File: config.mk
export PLATFORM = sky130hd
export DESIGN_NAME = c_subset_lexer_unit
export DESIGN_NICKNAME = d
export VERILOG_FILES = /design/src/hw/rtl/cslex_pkg.sv /design/src/hw/rtl/cslex_core.sv /design/src/hw/rtl/cslex_outq.sv /design/src/hw/rtl/c_subset_lexer_unit.sv
export SDC_FILE = /design/constraint.sdc
export NUM_CORES = 2
export LEC_CHECK = 0
export ABC_AREA = 1
export BUFFER_PORTS_ARGS = -buffer_cell sky130_fd_sc_hd__buf_2
export CORE_MARGIN = 2
export CORE_UTILIZATION = 35
export DETAILED_ROUTE_END_ITERATION = 16
export PLACE_DENSITY = 0.53
export SYNTH_ARGS = -nofsm -noshare
export SYNTH_HDL_FRONTEND = slang
export SYNTH_SLANG_ARGS = --single-unit
File: constraint.sdc
create_clock -name clk_i -period 7.6 [get_ports clk_i]
set_clock_uncertainty 0.15 [all_clocks]
set_input_delay 0.38 -clock clk_i [delete_from_list [all_inputs] [get_ports clk_i]]
set_output_delay 0.38 -clock clk_i [all_outputs]
set_load 0.05 [all_outputs]
File: src/hw/rtl/cslex_pkg.sv
// Package for the C subset lexer: token kinds, character codes, keyword
// table and the result item type shared by the core, the queue and the top.
// No dependencies.
`timescale 1ns / 1ps
`default_nettype none

package cslex_pkg;

  localparam int unsigned OFFSET_BITS_DEF = 16;
  localparam int unsigned CH_W            = 8;
  localparam int unsigned KIND_W          = 5;
  localparam int unsigned POS_W           = 16;
  localparam int unsigned NUM_W           = 63;
  localparam int unsigned PREFIX_W        = 48;
  localparam int unsigned TDATA_W         = 104;
  localparam int unsigned OUTQ_DEPTH      = 4;
  localparam int unsigned NUM_KW          = 8;

  // tdata bit positions of the result fields
  localparam int unsigned PUNCT_LSB = 0;
  localparam int unsigned START_LSB = 8;
  localparam int unsigned LEN_LSB   = 24;
  localparam int unsigned VALUE_LSB = 40;

  localparam logic [NUM_W-1:0] NUM_MAX = {NUM_W{1'b1}};

  localparam logic [KIND_W-1:0] KIND_NUM    = 5'd0;
  localparam logic [KIND_W-1:0] KIND_IDENT  = 5'd1;
  localparam logic [KIND_W-1:0] KIND_SIZEOF = 5'd2;
  localparam logic [KIND_W-1:0] KIND_EQ     = 5'd10;
  localparam logic [KIND_W-1:0] KIND_NE     = 5'd11;
  localparam logic [KIND_W-1:0] KIND_GE     = 5'd12;
  localparam logic [KIND_W-1:0] KIND_LE     = 5'd13;
  localparam logic [KIND_W-1:0] KIND_GT     = 5'd14;
  localparam logic [KIND_W-1:0] KIND_LT     = 5'd15;
  localparam logic [KIND_W-1:0] KIND_PUNCT  = 5'd16;
  localparam logic [KIND_W-1:0] KIND_EOF    = 5'd17;
  localparam logic [KIND_W-1:0] KIND_ERROR  = 5'd18;

  localparam logic [CH_W-1:0] CH_EQ   = 8'h3D;
  localparam logic [CH_W-1:0] CH_BANG = 8'h21;
  localparam logic [CH_W-1:0] CH_LT   = 8'h3C;
  localparam logic [CH_W-1:0] CH_GT   = 8'h3E;
  localparam logic [CH_W-1:0] CH_ZERO = 8'h30;

  // sizeof for int while if else goto return, right aligned
  localparam logic [PREFIX_W-1:0] KW_TEXT [NUM_KW] = '{
    48'h73697A656F66, 48'h000000666F72, 48'h000000696E74, 48'h007768696C65,
    48'h000000006966, 48'h0000656C7365, 48'h0000676F746F, 48'h72657475726E
  };
  localparam logic [2:0] KW_LEN [NUM_KW] = '{
    3'd6, 3'd3, 3'd3, 3'd5, 3'd2, 3'd4, 3'd4, 3'd6
  };

  typedef struct packed {
    logic [KIND_W-1:0] kind;
    logic [CH_W-1:0]   punct;
    logic [POS_W-1:0]  start;
    logic [POS_W-1:0]  len;
    logic [NUM_W-1:0]  value;
    logic              last;
  } result_t;

  typedef struct packed {
    logic [1:0] cnt;
    result_t    res0;
    result_t    res1;
  } push_t;

endpackage

`default_nettype wire

File: src/hw/rtl/cslex_core.sv
// Lexer state and per-item step logic: classifies one character per step
// and pushes up to two result items. Depends on cslex_pkg.
`timescale 1ns / 1ps
`default_nettype none

module cslex_core #(
  parameter int unsigned OFFSET_BITS = cslex_pkg::OFFSET_BITS_DEF
) (
  input  wire logic                       clk_i,
  input  wire logic                       rst_ni,
  input  wire logic                       step_i,
  input  wire logic [cslex_pkg::CH_W-1:0] ch_i,
  input  wire logic                       eot_i,
  output cslex_pkg::push_t                push_o
);

  typedef enum logic [4:0] {
    MODE_IDLE = 5'b00001,
    MODE_WORD = 5'b00010,
    MODE_NUM  = 5'b00100,
    MODE_OP   = 5'b01000,
    MODE_ERR  = 5'b10000
  } mode_e;

  mode_e                               mode_q, mode_d;
  logic [cslex_pkg::PREFIX_W-1:0]      prefix_q, prefix_d;
  logic [OFFSET_BITS-1:0]              run_q, run_d;
  logic [OFFSET_BITS-1:0]              start_q, start_d;
  logic [OFFSET_BITS-1:0]              pos_q, pos_d;
  logic [cslex_pkg::NUM_W-1:0]         acc_q, acc_d;
  logic [cslex_pkg::CH_W-1:0]          pend_q, pend_d;

  logic                                is_alpha, is_digit, is_space, is_punct, is_op;
  logic [cslex_pkg::KIND_W-1:0]        word_kind;
  logic [cslex_pkg::NUM_W+3:0]         acc_wide;
  logic [cslex_pkg::NUM_W-1:0]         acc_next;
  logic [3:0]                          digit;

  logic                                flush_v, flush_err;
  cslex_pkg::result_t                  flush_r;
  logic                                cls_v;
  mode_e                               cls_mode;
  cslex_pkg::result_t                  cls_r;
  logic                                v_a, v_b, use_cls;
  cslex_pkg::result_t                  r_a, r_b;

  assign is_alpha = (ch_i >= 8'h61 && ch_i <= 8'h7A) || (ch_i >= 8'h41 && ch_i <= 8'h5A) ||
                    (ch_i == 8'h5F);
  assign is_digit = (ch_i >= 8'h30 && ch_i <= 8'h39);
  assign is_space = (ch_i == 8'h20) || (ch_i >= 8'h09 && ch_i <= 8'h0D);
  assign is_op    = (ch_i == cslex_pkg::CH_EQ) || (ch_i == cslex_pkg::CH_BANG) ||
                    (ch_i == cslex_pkg::CH_LT) || (ch_i == cslex_pkg::CH_GT);
  assign is_punct = (ch_i == 8'h2B) || (ch_i == 8'h2D) || (ch_i == 8'h2A) ||
                    (ch_i == 8'h2F) || (ch_i == 8'h25) || (ch_i == 8'h28) ||
                    (ch_i == 8'h29) || (ch_i == 8'h3B) || (ch_i == 8'h3D) ||
                    (ch_i == 8'h7B) || (ch_i == 8'h7D) || (ch_i == 8'h3A) ||
                    (ch_i == 8'h2C) || (ch_i == 8'h26);

  assign digit = 4'(ch_i - cslex_pkg::CH_ZERO);

  // acc * 10 + digit, saturated
  assign acc_wide = ({4'b0, acc_q} << 3) + ({4'b0, acc_q} << 1) +
                    (cslex_pkg::NUM_W + 4)'(digit);
  assign acc_next = (acc_wide > (cslex_pkg::NUM_W + 4)'(cslex_pkg::NUM_MAX)) ?
                    cslex_pkg::NUM_MAX : acc_wide[cslex_pkg::NUM_W-1:0];

  always_comb begin
    word_kind = cslex_pkg::KIND_IDENT;
    for (int i = cslex_pkg::NUM_KW - 1; i >= 0; i--) begin
      if (run_q == OFFSET_BITS'(cslex_pkg::KW_LEN[i]) && prefix_q == cslex_pkg::KW_TEXT[i]) begin
        word_kind = cslex_pkg::KIND_SIZEOF + cslex_pkg::KIND_W'(i);
      end
    end
  end

  always_comb begin
    flush_v   = 1'b0;
    flush_err = 1'b0;
    flush_r   = '0;
    flush_r.start = 16'(start_q);
    unique case (mode_q)
      MODE_WORD: begin
        flush_v      = 1'b1;
        flush_r.kind = word_kind;
        flush_r.len  = 16'(run_q);
      end
      MODE_NUM: begin
        flush_v       = 1'b1;
        flush_r.kind  = cslex_pkg::KIND_NUM;
        flush_r.len   = 16'(run_q);
        flush_r.value = acc_q;
      end
      MODE_OP: begin
        flush_v     = 1'b1;
        flush_r.len = 16'd1;
        case (pend_q)
          cslex_pkg::CH_GT: flush_r.kind = cslex_pkg::KIND_GT;
          cslex_pkg::CH_LT: flush_r.kind = cslex_pkg::KIND_LT;
          cslex_pkg::CH_EQ: begin
            flush_r.kind  = cslex_pkg::KIND_PUNCT;
            flush_r.punct = cslex_pkg::CH_EQ;
          end
          default: begin
            flush_r.kind = cslex_pkg::KIND_ERROR;
            flush_err    = 1'b1;
          end
        endcase
      end
      default: ;
    endcase
  end

  always_comb begin
    cls_v     = 1'b0;
    cls_mode  = MODE_IDLE;
    cls_r     = '0;
    cls_r.start = 16'(pos_q);
    cls_r.len   = 16'd1;
    if (is_space) begin
      cls_mode = MODE_IDLE;
    end else if (is_alpha) begin
      cls_mode = MODE_WORD;
    end else if (is_digit) begin
      cls_mode = MODE_NUM;
    end else if (is_op) begin
      cls_mode = MODE_OP;
    end else if (is_punct) begin
      cls_v       = 1'b1;
      cls_r.kind  = cslex_pkg::KIND_PUNCT;
      cls_r.punct = ch_i;
    end else begin
      cls_v      = 1'b1;
      cls_r.kind = cslex_pkg::KIND_ERROR;
      cls_mode   = MODE_ERR;
    end
  end

  always_comb begin
    mode_d   = mode_q;
    prefix_d = prefix_q;
    run_d    = run_q;
    start_d  = start_q;
    pos_d    = pos_q;
    acc_d    = acc_q;
    pend_d   = pend_q;
    v_a      = 1'b0;
    v_b      = 1'b0;
    r_a      = flush_r;
    r_b      = cls_r;
    use_cls  = 1'b0;
    if (eot_i) begin
      v_a      = flush_v;
      v_b      = 1'b1;
      r_b      = '0;
      r_b.kind = cslex_pkg::KIND_EOF;
      r_b.start = 16'(pos_q);
      mode_d   = MODE_IDLE;
      prefix_d = '0;
      run_d    = '0;
      start_d  = '0;
      pos_d    = '0;
      acc_d    = '0;
      pend_d   = '0;
    end else begin
      pos_d = pos_q + 1'b1;
      unique case (mode_q)
        MODE_ERR: ;
        MODE_WORD: begin
          if (is_alpha || is_digit) begin
            if (run_q < OFFSET_BITS'(6)) begin
              prefix_d = {prefix_q[cslex_pkg::PREFIX_W-9:0], ch_i};
            end
            if (run_q != '1) begin
              run_d = run_q + 1'b1;
            end
          end else begin
            v_a     = 1'b1;
            use_cls = 1'b1;
          end
        end
        MODE_NUM: begin
          if (is_digit) begin
            acc_d = acc_next;
            if (run_q != '1) begin
              run_d = run_q + 1'b1;
            end
          end else begin
            v_a     = 1'b1;
            use_cls = 1'b1;
          end
        end
        MODE_OP: begin
          v_a    = 1'b1;
          pend_d = '0;
          if (ch_i == cslex_pkg::CH_EQ) begin
            r_a       = '0;
            r_a.start = 16'(start_q);
            r_a.len   = 16'd2;
            case (pend_q)
              cslex_pkg::CH_EQ:   r_a.kind = cslex_pkg::KIND_EQ;
              cslex_pkg::CH_BANG: r_a.kind = cslex_pkg::KIND_NE;
              cslex_pkg::CH_GT:   r_a.kind = cslex_pkg::KIND_GE;
              default:            r_a.kind = cslex_pkg::KIND_LE;
            endcase
            mode_d = MODE_IDLE;
          end else if (flush_err) begin
            mode_d = MODE_ERR;
          end else begin
            use_cls = 1'b1;
          end
        end
        default: use_cls = 1'b1;
      endcase
      if (use_cls) begin
        v_b    = cls_v;
        mode_d = cls_mode;
        if (cls_mode == MODE_WORD) begin
          start_d  = pos_q;
          prefix_d = cslex_pkg::PREFIX_W'(ch_i);
          run_d    = OFFSET_BITS'(1);
        end else if (cls_mode == MODE_NUM) begin
          start_d = pos_q;
          acc_d   = cslex_pkg::NUM_W'(digit);
          run_d   = OFFSET_BITS'(1);
        end else if (cls_mode == MODE_OP) begin
          start_d = pos_q;
          pend_d  = ch_i;
        end
      end
    end
  end

  always_comb begin
    push_o           = '0;
    push_o.res0      = v_a ? r_a : r_b;
    push_o.res0.last = !(v_a && v_b);
    push_o.res1      = r_b;
    push_o.res1.last = 1'b1;
    if (step_i) begin
      push_o.cnt = {1'b0, v_a} + {1'b0, v_b};
    end
  end

  always_ff @(posedge clk_i or negedge rst_ni) begin
    if (!rst_ni) begin
      mode_q   <= MODE_IDLE;
      prefix_q <= '0;
      run_q    <= '0;
      start_q  <= '0;
      pos_q    <= '0;
      acc_q    <= '0;
      pend_q   <= '0;
    end else if (step_i) begin
      mode_q   <= mode_d;
      prefix_q <= prefix_d;
      run_q    <= run_d;
      start_q  <= start_d;
      pos_q    <= pos_d;
      acc_q    <= acc_d;
      pend_q   <= pend_d;
    end
  end

endmodule

`default_nettype wire

File: src/hw/rtl/cslex_outq.sv
// Result queue of the lexer: takes up to two result items a cycle and
// hands them out one at a time. Depends on cslex_pkg.
`timescale 1ns / 1ps
`default_nettype none

module cslex_outq (
  input  wire logic             clk_i,
  input  wire logic             rst_ni,
  input  wire cslex_pkg::push_t push_i,
  output logic                  room_o,
  output logic                  valid_o,
  input  wire logic             ready_i,
  output cslex_pkg::result_t    data_o
);

  localparam int unsigned PTR_W = $clog2(cslex_pkg::OUTQ_DEPTH);

  cslex_pkg::result_t   mem_q [cslex_pkg::OUTQ_DEPTH];
  logic [PTR_W-1:0]     wr_q, wr_d, rd_q, rd_d;
  logic [PTR_W:0]       cnt_q, cnt_d;
  logic                 pop;
  logic [PTR_W-1:0]     wr_next;

  assign valid_o = (cnt_q != '0);
  assign data_o  = mem_q[rd_q];
  assign room_o  = (cnt_q <= (PTR_W + 1)'(cslex_pkg::OUTQ_DEPTH - 2));
  assign pop     = valid_o && ready_i;
  assign wr_next = wr_q + 1'b1;

  always_comb begin
    wr_d  = wr_q + PTR_W'(push_i.cnt);
    rd_d  = pop ? rd_q + 1'b1 : rd_q;
    cnt_d = cnt_q + (PTR_W + 1)'(push_i.cnt) - (PTR_W + 1)'(pop);
  end

  always_ff @(posedge clk_i) begin
    if (push_i.cnt != 2'd0) begin
      mem_q[wr_q] <= push_i.res0;
    end
    if (push_i.cnt == 2'd2) begin
      mem_q[wr_next] <= push_i.res1;
    end
  end

  always_ff @(posedge clk_i or negedge rst_ni) begin
    if (!rst_ni) begin
      wr_q  <= '0;
      rd_q  <= '0;
      cnt_q <= '0;
    end else begin
      wr_q  <= wr_d;
      rd_q  <= rd_d;
      cnt_q <= cnt_d;
    end
  end

endmodule

`default_nettype wire

File: src/hw/rtl/c_subset_lexer_unit.sv
// C subset lexer: one source character per item in, token items out.
// Depends on cslex_pkg, cslex_core and cslex_outq.
//
// Input channel s_axis: tdata is the character, tuser set marks the end of
// text (no character; pending token is flushed, then EOF is sent and the
// lexer returns to its reset state for a new text).
// Output channel m_axis: one token per item; tuser is the token kind, tdata
// the other fields; tlast marks the final token caused by one input item.
// An input item causes zero, one or two tokens.
// The first token of an item passes the input register, then the lexer
// step into the result queue; a second token follows as soon as the first
// is taken. Throughput: one input item per cycle as long as each item
// causes at most one token and the receiver keeps m_axis_tready high;
// items causing two tokens slow the input. The four-entry result queue
// sets this: a step runs only while two entries are free.
// Reset clears the lexer to idle between tokens, offset zero, and empties
// the queue. When the receiver stalls, tokens wait in the queue and then
// s_axis_tready drops; nothing is lost.
`timescale 1ns / 1ps
`default_nettype none

module c_subset_lexer_unit #(
  parameter int unsigned OFFSET_BITS = cslex_pkg::OFFSET_BITS_DEF
) (
  input  wire logic                            clk_i,
  input  wire logic                            rst_ni,
  input  wire logic                            s_axis_tvalid,
  output logic                                 s_axis_tready,
  input  wire logic [cslex_pkg::CH_W-1:0]      s_axis_tdata,  // ch[7:0]
  input  wire logic                            s_axis_tuser,  // end_of_text
  output logic                                 m_axis_tvalid,
  input  wire logic                            m_axis_tready,
  // punct_char[7:0], start_offset[23:8], token_length[39:24],
  // number_value[102:40], zero[103]
  output logic [cslex_pkg::TDATA_W-1:0]        m_axis_tdata,
  output logic [cslex_pkg::KIND_W-1:0]         m_axis_tuser,  // kind[4:0]
  output logic                                 m_axis_tlast
);

  logic                          in_valid_q, in_valid_d;
  logic [cslex_pkg::CH_W-1:0]    in_ch_q;
  logic                          in_eot_q;
  logic                          room, step;
  cslex_pkg::push_t              push;
  cslex_pkg::result_t            res;

  assign step          = in_valid_q && room;
  assign s_axis_tready = !in_valid_q || step;
  assign in_valid_d    = s_axis_tready ? s_axis_tvalid : in_valid_q;

  always_ff @(posedge clk_i or negedge rst_ni) begin
    if (!rst_ni) begin
      in_valid_q <= 1'b0;
    end else begin
      in_valid_q <= in_valid_d;
    end
  end

  always_ff @(posedge clk_i) begin
    if (s_axis_tvalid && s_axis_tready) begin
      in_ch_q  <= s_axis_tdata;
      in_eot_q <= s_axis_tuser;
    end
  end

  cslex_core #(
    .OFFSET_BITS(OFFSET_BITS)
  ) u_core (
    .clk_i  (clk_i),
    .rst_ni (rst_ni),
    .step_i (step),
    .ch_i   (in_ch_q),
    .eot_i  (in_eot_q),
    .push_o (push)
  );

  cslex_outq u_outq (
    .clk_i   (clk_i),
    .rst_ni  (rst_ni),
    .push_i  (push),
    .room_o  (room),
    .valid_o (m_axis_tvalid),
    .ready_i (m_axis_tready),
    .data_o  (res)
  );

  assign m_axis_tdata = {1'b0, res.value, res.len, res.start, res.punct};
  assign m_axis_tuser = res.kind;
  assign m_axis_tlast = res.last;

endmodule

`default_nettype wire

======== Word level (Yosys, flattened, before mapping) ========
Memories as Yosys holds them, arrays and structs flattened.
Index checks and enable logic that the tools add are counted.
cells by class
  $add $sub $neg .......................... 11
  order comparisons ....................... 11
  eq/ne operators ......................... 45
  mux-type cells .......................... 91
  reduce and logical (&&, ||, !) cells .... 50
operators with widths
  kind                   number
  $mux 109               5
  $mux 63                8
  $mux 48                6
  $mux 16                13
  $eq 8x6->1 const B     20
  $eq 48x23->1 const B   2
  $eq 48x31->1 const B   2
  $eq 48x47->1 const B   2
  $mux 5                 17
  $add 66x64->67         1
  $add 67x4->67          1
  $gt 67x63->1 const B   1
  $mux 8                 8
  $pmux 16 s2            2
  $mux 13                4
  $eq 16x3->1 const B    3
  $eq 48x15->1 const B   1
  $eq 48x39->1 const B   1
  $add 16x1->16 const B  2
  $eq 16x2->1 const B    2
  $eq 8x7->1 const B     3
  $logic_or 1x1->1       21
  $mux 1                 19
  $ge 8x7->1 const B     2
  35 further kinds       62
storage, ports and cells
  bits in registers ....................... 189
  RAM bits ................................ 436
  output and inout port bits .............. 112
  word-level logic and storage cells ...... 222
  memories kept ........................... 1
memories
  name          words  bits a word  read ports  clocked after Yosys merged registers in  wr ports  RTL line          text
  u_outq.mem_q  4      109          1           0                                        2         cslex_outq.sv:18  cslex_pkg::result_t mem_q [cslex_pkg::OUTQ_DEPTH];

======== Longest topological paths before layout ========
  depth after elaboration ................. 25
  mapped depth ............................ 25
  mapped depth without buffers ............ 22

======== By module ========
From an unflattened synthesis, not the netlist that was laid out.
second synthesis, totals
  cells, all modules ...................... 5534
  area, all modules ....................... 40616.5 µm²
by module, submodules not included
  module               instances  cells an instance  area an instance (µm²)
  cslex_outq           1          2889               23462.5
  cslex_core           1          2626               16819.9
  c_subset_lexer_unit  1          19                 334.1

======== Worst setup path before layout ========
OpenSTA, ideal clock, no wires.
  path type ............................... reg-to-reg
  start ................................... register in_ch_q[1] (netlist bit)
  end ..................................... memory u_outq.mem_q[3][40] (netlist bit)
  data arrival time ....................... 3.819 ns
  required time ........................... 7.322 ns
  setup slack ............................. 3.503 ns
  cell stages (with the launch flop) ...... 24
  buffers on the path ..................... 4
  period minus slack after synthesis ...... 4.097 ns
  cells stage by stage .................... edfxtp_1 buf_4 nand2_1 o31ai_2 nand3_2 inv_2 nand2_1 nand3_2 nand2_2 nand2_2 inv_2 buf_2 ha_1 inv_1 nor2_1 nor2_1 nor2_2 inv_2 buf_2 nand2_1 inv_2 clkbuf_1 nand2_1 o21ai_0
RTL lines
  item                      RTL line                   text
  start: declaration        c_subset_lexer_unit.sv:41  logic [cslex_pkg::CH_W-1:0] in_ch_q;
  start signal: assignment  c_subset_lexer_unit.sv:61  in_ch_q <= s_axis_tdata;
  end: declaration          cslex_outq.sv:18

==> run_results.csv <==
group,metric,value,unit
sta,setup_viol,0,
detailed_routing,drc,0,
sta,period_needed,5.71,ns
critical_path,r2r_setup_slack,1.89,ns
detailed_routing,top_layer,"met5",
die,boundaryPins,125,
cts,cts_root_buffer,"clkbuf_16",
synthesis,seq_area_frac_synth,0.433,
die,die_y,315,microns
placement,placedCellCount,5800,
sta,max_freq,0.175,GHz
sta,maxSlewHeadroom,0.195,
power_and_ir_drop,power.total,13.1,mW
power_and_ir_drop,irDropWorstVdd,0.269,mV
final_layout,area_delta_synth_final,12.2,%
global_route,grt_pass1_wl,171000,microns
sta,rsz0062_at_grt,"no",
die,start_util,0.355,
power_and_ir_drop,power_density,346,nW/um^2
final_layout,nets,4776,
cts,cts_tree,"built",
global_route,grt_pass1_vias,29500,
global_route,antenna_found_initial,3,
critical_path,cp-startpoint,"u_core.mode_q[1]$_DFFE_PN0P_",
power_and_ir_drop,seq_power_share,0.298,
detailed_routing,drt_iter0_markers,2713,
placement,dpl.hpwl,70800,microns
worst_hold_path,min_path_type,"in -> async",
placement,dpl_cell_area,35300,sq um
cts,cts_repair_resize_count,0,
global_route,grt_max_degree,91,
critical_path,slowest_delay,0.61,ns
global_route,grt_use_total,0.216,
global_route,grt_overflow,0,
die,die_x,315,microns
final_layout,drive_gt1_frac,0.0796,
critical_path,reg2reg_depth,18,
cts,cts_hold_buf,12,
critical_path,cp-start-kind,"register",
critical_path,path_class,"reg -> reg",
final_layout,finalInstanceArea,37900,sq um
sta,worst_slack,1.89,ns
critical_path,critPathCaptureType,"register",
critical_path,crit_path_max_fanout,56,
synthesis,ys_ff_latch,625,
job,cap_violations,0,
cts,postCtsSetupBuffers,0,
critical_path,critPathBufInv,5,
placement,post-place-ws,1.94,ns
cts,clock_latency,0.66,ns
power_and_ir_drop,pwr-share-clk,0.276,
synthesis,async_reset_ff_frac,0.288,
synthesis,syn_inst,4605,
cts,cts_htree_levels,3,
detailed_routing,dr.pass1.iters,5,
detailed_routing,via_per_inst,5.24,
synthesis,synthDistinctLibCells,60,
critical_path,cp_top_family,"simple AND/OR/NAND/NOR gates",
die,core,95300,sq um
detailed_routing,wl_met1,52400,microns
sta,fin_crit_sh,0.751,
detailed_routing,wl_met3,6620,microns
final_layout,fill_cells,10100,
cts,cts_max_path_buffers,3,
critical_path,crit_slowest_cell,"nand2_1",
placement,routabilityCongestion,0.936,
critical_path,required,7.93,ns
detailed_routing,antenna_left,0,
detailed_routing,dr_wl_met2,46500,microns
detailed_routing,num_vias,31200,
sta,hold_violations,0,
power_and_ir_drop,p_leak,15.8,nW
final_layout,finalNonFillerCells,5955,
power_and_ir_drop,comb_power_share,0.425,
synthesis,synth_edf_count,121,
synthesis,synthesis.area,33800,sq um
synthesis,synth_warnings,0,
critical_path,cp_common_cell,"nand2_1",
sta,maxSlewViolCount,0,
cts,clk_pin_slew,0.06,ns
die,rows,113,
power_and_ir_drop,switching_share,0.474,
cts,cts.sinks,625,
placement,io_buffer_count,123,
power_and_ir_drop,p_int,6.90,mW
synthesis,ys.flop_type,"dfxtp_1",
critical_path,crit_chain,"nor2_1 -> nand4_1 -> nand2_1 -> nand3_2 -> nand2_2 -> nand2_2 -> inv_2 -> ha_1 -> inv_1 -> nor2_2 -> nor2_1 -> nor2_2 -> clkinv_2 -> nand2_1 -> clkinv_2 -> buf_4 -> nand2_1 -> o21ai_0",
die,dieArea,99000,sq um
detailed_routing,drt-total-wl,108000,microns
sta,worst_pin_slew,1.21,ns
cts,cts_made_buffers,76,
critical_path,r2r_start,"u_core.mode_q[1]$_DFFE_PN0P_",
status,outcome,"complete, no violations",
power_and_ir_drop,switchingPower,6.23,mW
synthesis,syn_avg_cell_area,7.34,sq um
critical_path,cp_data_arrival_time,6.03,ns
sta,finalSetupTns,0,ns
critical_path,reg2reg_to,"u_outq.mem_q[3][40]$_SDFFE_PP0P_",
detailed_routing,wl_per_cell,18.1,microns
-- area by class of cell --
cell class	count	area, sq um	share of cell area
diodes	2	5.00	0.000132
clock buffers	113	2220	0.0586
clock inverters	28	280	0.00739
inverters	351	1340	0.0353
multi-input cells	3399	16800	0.444
flip-flops and latches	625	14600	0.386
well taps	1265	1580	0.0417
repair buffers	172	1020	0.0270
-- placed cells by master, fill, tap and decap left out, drive strengths merged, types with 4 or more instances in the layout --
master	count
a31oi	4
nor3	53
inv	346
nor4	16
clkbuf	114
a21oi	117
or2	8
o21bai	19
clkinv	31
o21ai	725
dlygate4sd3	12
o22ai	230
ha	135
dfxtp	324
nand2	1209
xnor2	42
o211ai	5
nor2	568
nand3	172
xor2	22
nand3b	4
dfrtp	179
nand4	42
edfxtp	121
conb	5
buf	159
-- Yosys cell counts (22+ instances only) --
library cell	number	share of area
xor2_1	22	0.0057
nand4_1	42	0.0078
xnor2_1	42	0.011
inv_2	31	0.0034
nand3_1	167	0.025
nor2_1	552	0.061
buf_2	30	0.0044
nor3_1	50	0.0074
a21oi_1	116	0.017
inv_1	314	0.035
clkbuf_1	159	0.018
dfrtp_1	179	0.13
edfxtp_1	121	0.11
o21ai_1	47	0.0070
nand2_1	1189	0.13
dfxtp_1	324	0.19
o22ai_1	230	0.043
ha_1	135	0.050
o21ai_0	678	0.10
-- how the worst max path moves through the flow --
| stage | end | slack (ns) | cells past startpoint |
|---|---|---|---|
| final | u_outq.mem_q[3][40]$_SDFFE_PP0P_ | 1.89 | 18 |
| after global routing | u_outq.mem_q[3][32]$_SDFFE_PP0P_ | 1.33 | 18 |
| after CTS | u_outq.mem_q[3][40]$_SDFFE_PP0P_ | 1.90 | 18 |
| after detailed placement | u_outq.mem_q[3][59]$_SDFFE_PP0P_ | 1.94 | 20 |
| after global placement | u_outq.mem_q[3][39]$_SDFFE_PP0P_ | 2.07 | 18 |
| after floorplan | u_outq.mem_q[3][40]$_SDFFE_PP0P_ | 3.50 | 23 |
-- cell families after synthesis --
family | Yosys count | share of synthesized area
mux | 2 | 0.000592
fa+ha+maj | 138 | 0.0518
xor+xnor | 64 | 0.0166
buf+inv | 585 | 0.0707
other cells | 1 | 0.000111
compound gates | 1114 | 0.177
flops | 625 | 0.433
simple gates | 2076 | 0.250
-- through the flow --
stage	util	hold WS, ns
after floorplan	-	-0.0656
after global placement	0.370	0.284
after detailed placement	0.370	0.290
after CTS	0.398	0.242
after global routing	0.398	0.290
final	0.398	0.218
-- state kept, by name, indices dropped and copies added (netlist names) --
| name | cells |
|---|---|
| in_ch_q | 8 |
| in_eot_q | 1 |
| in_valid_q | 1 |
| u_core.acc_q | 63 |
| u_core.mode_q | 5 |
| u_core.pend_q | 8 |
| u_core.pos_q | 16 |
| u_core.prefix_q | 48 |
| u_core.run_q | 16 |
| u_core.start_q | 16 |
| u_outq.cnt_q | 3 |
| u_outq.mem_q | 436 |
| u_outq.rd_q | 2 |
| u_outq.wr_q | 2 |
-- power by group through the flow --
stage	Clock, mW	Sequential (mW)	Combinational, mW
finish	3.63	3.91	5.58
global route	3.85	3.94	6.00
CTS	3.71	3.91	5.61
detailed placement	0	3.97	5.59
global placement	0	3.97	5.60
floorplan	0	3.85	3.97
-- metal layers --
layer	global-route usage	up-vias
li1	-	15400
met1	0.318	14800
met2	0.327	815
met3	0.0314	120
met4	0.0607	2
met5	0	-
Power figures use the tool's default switching activity.
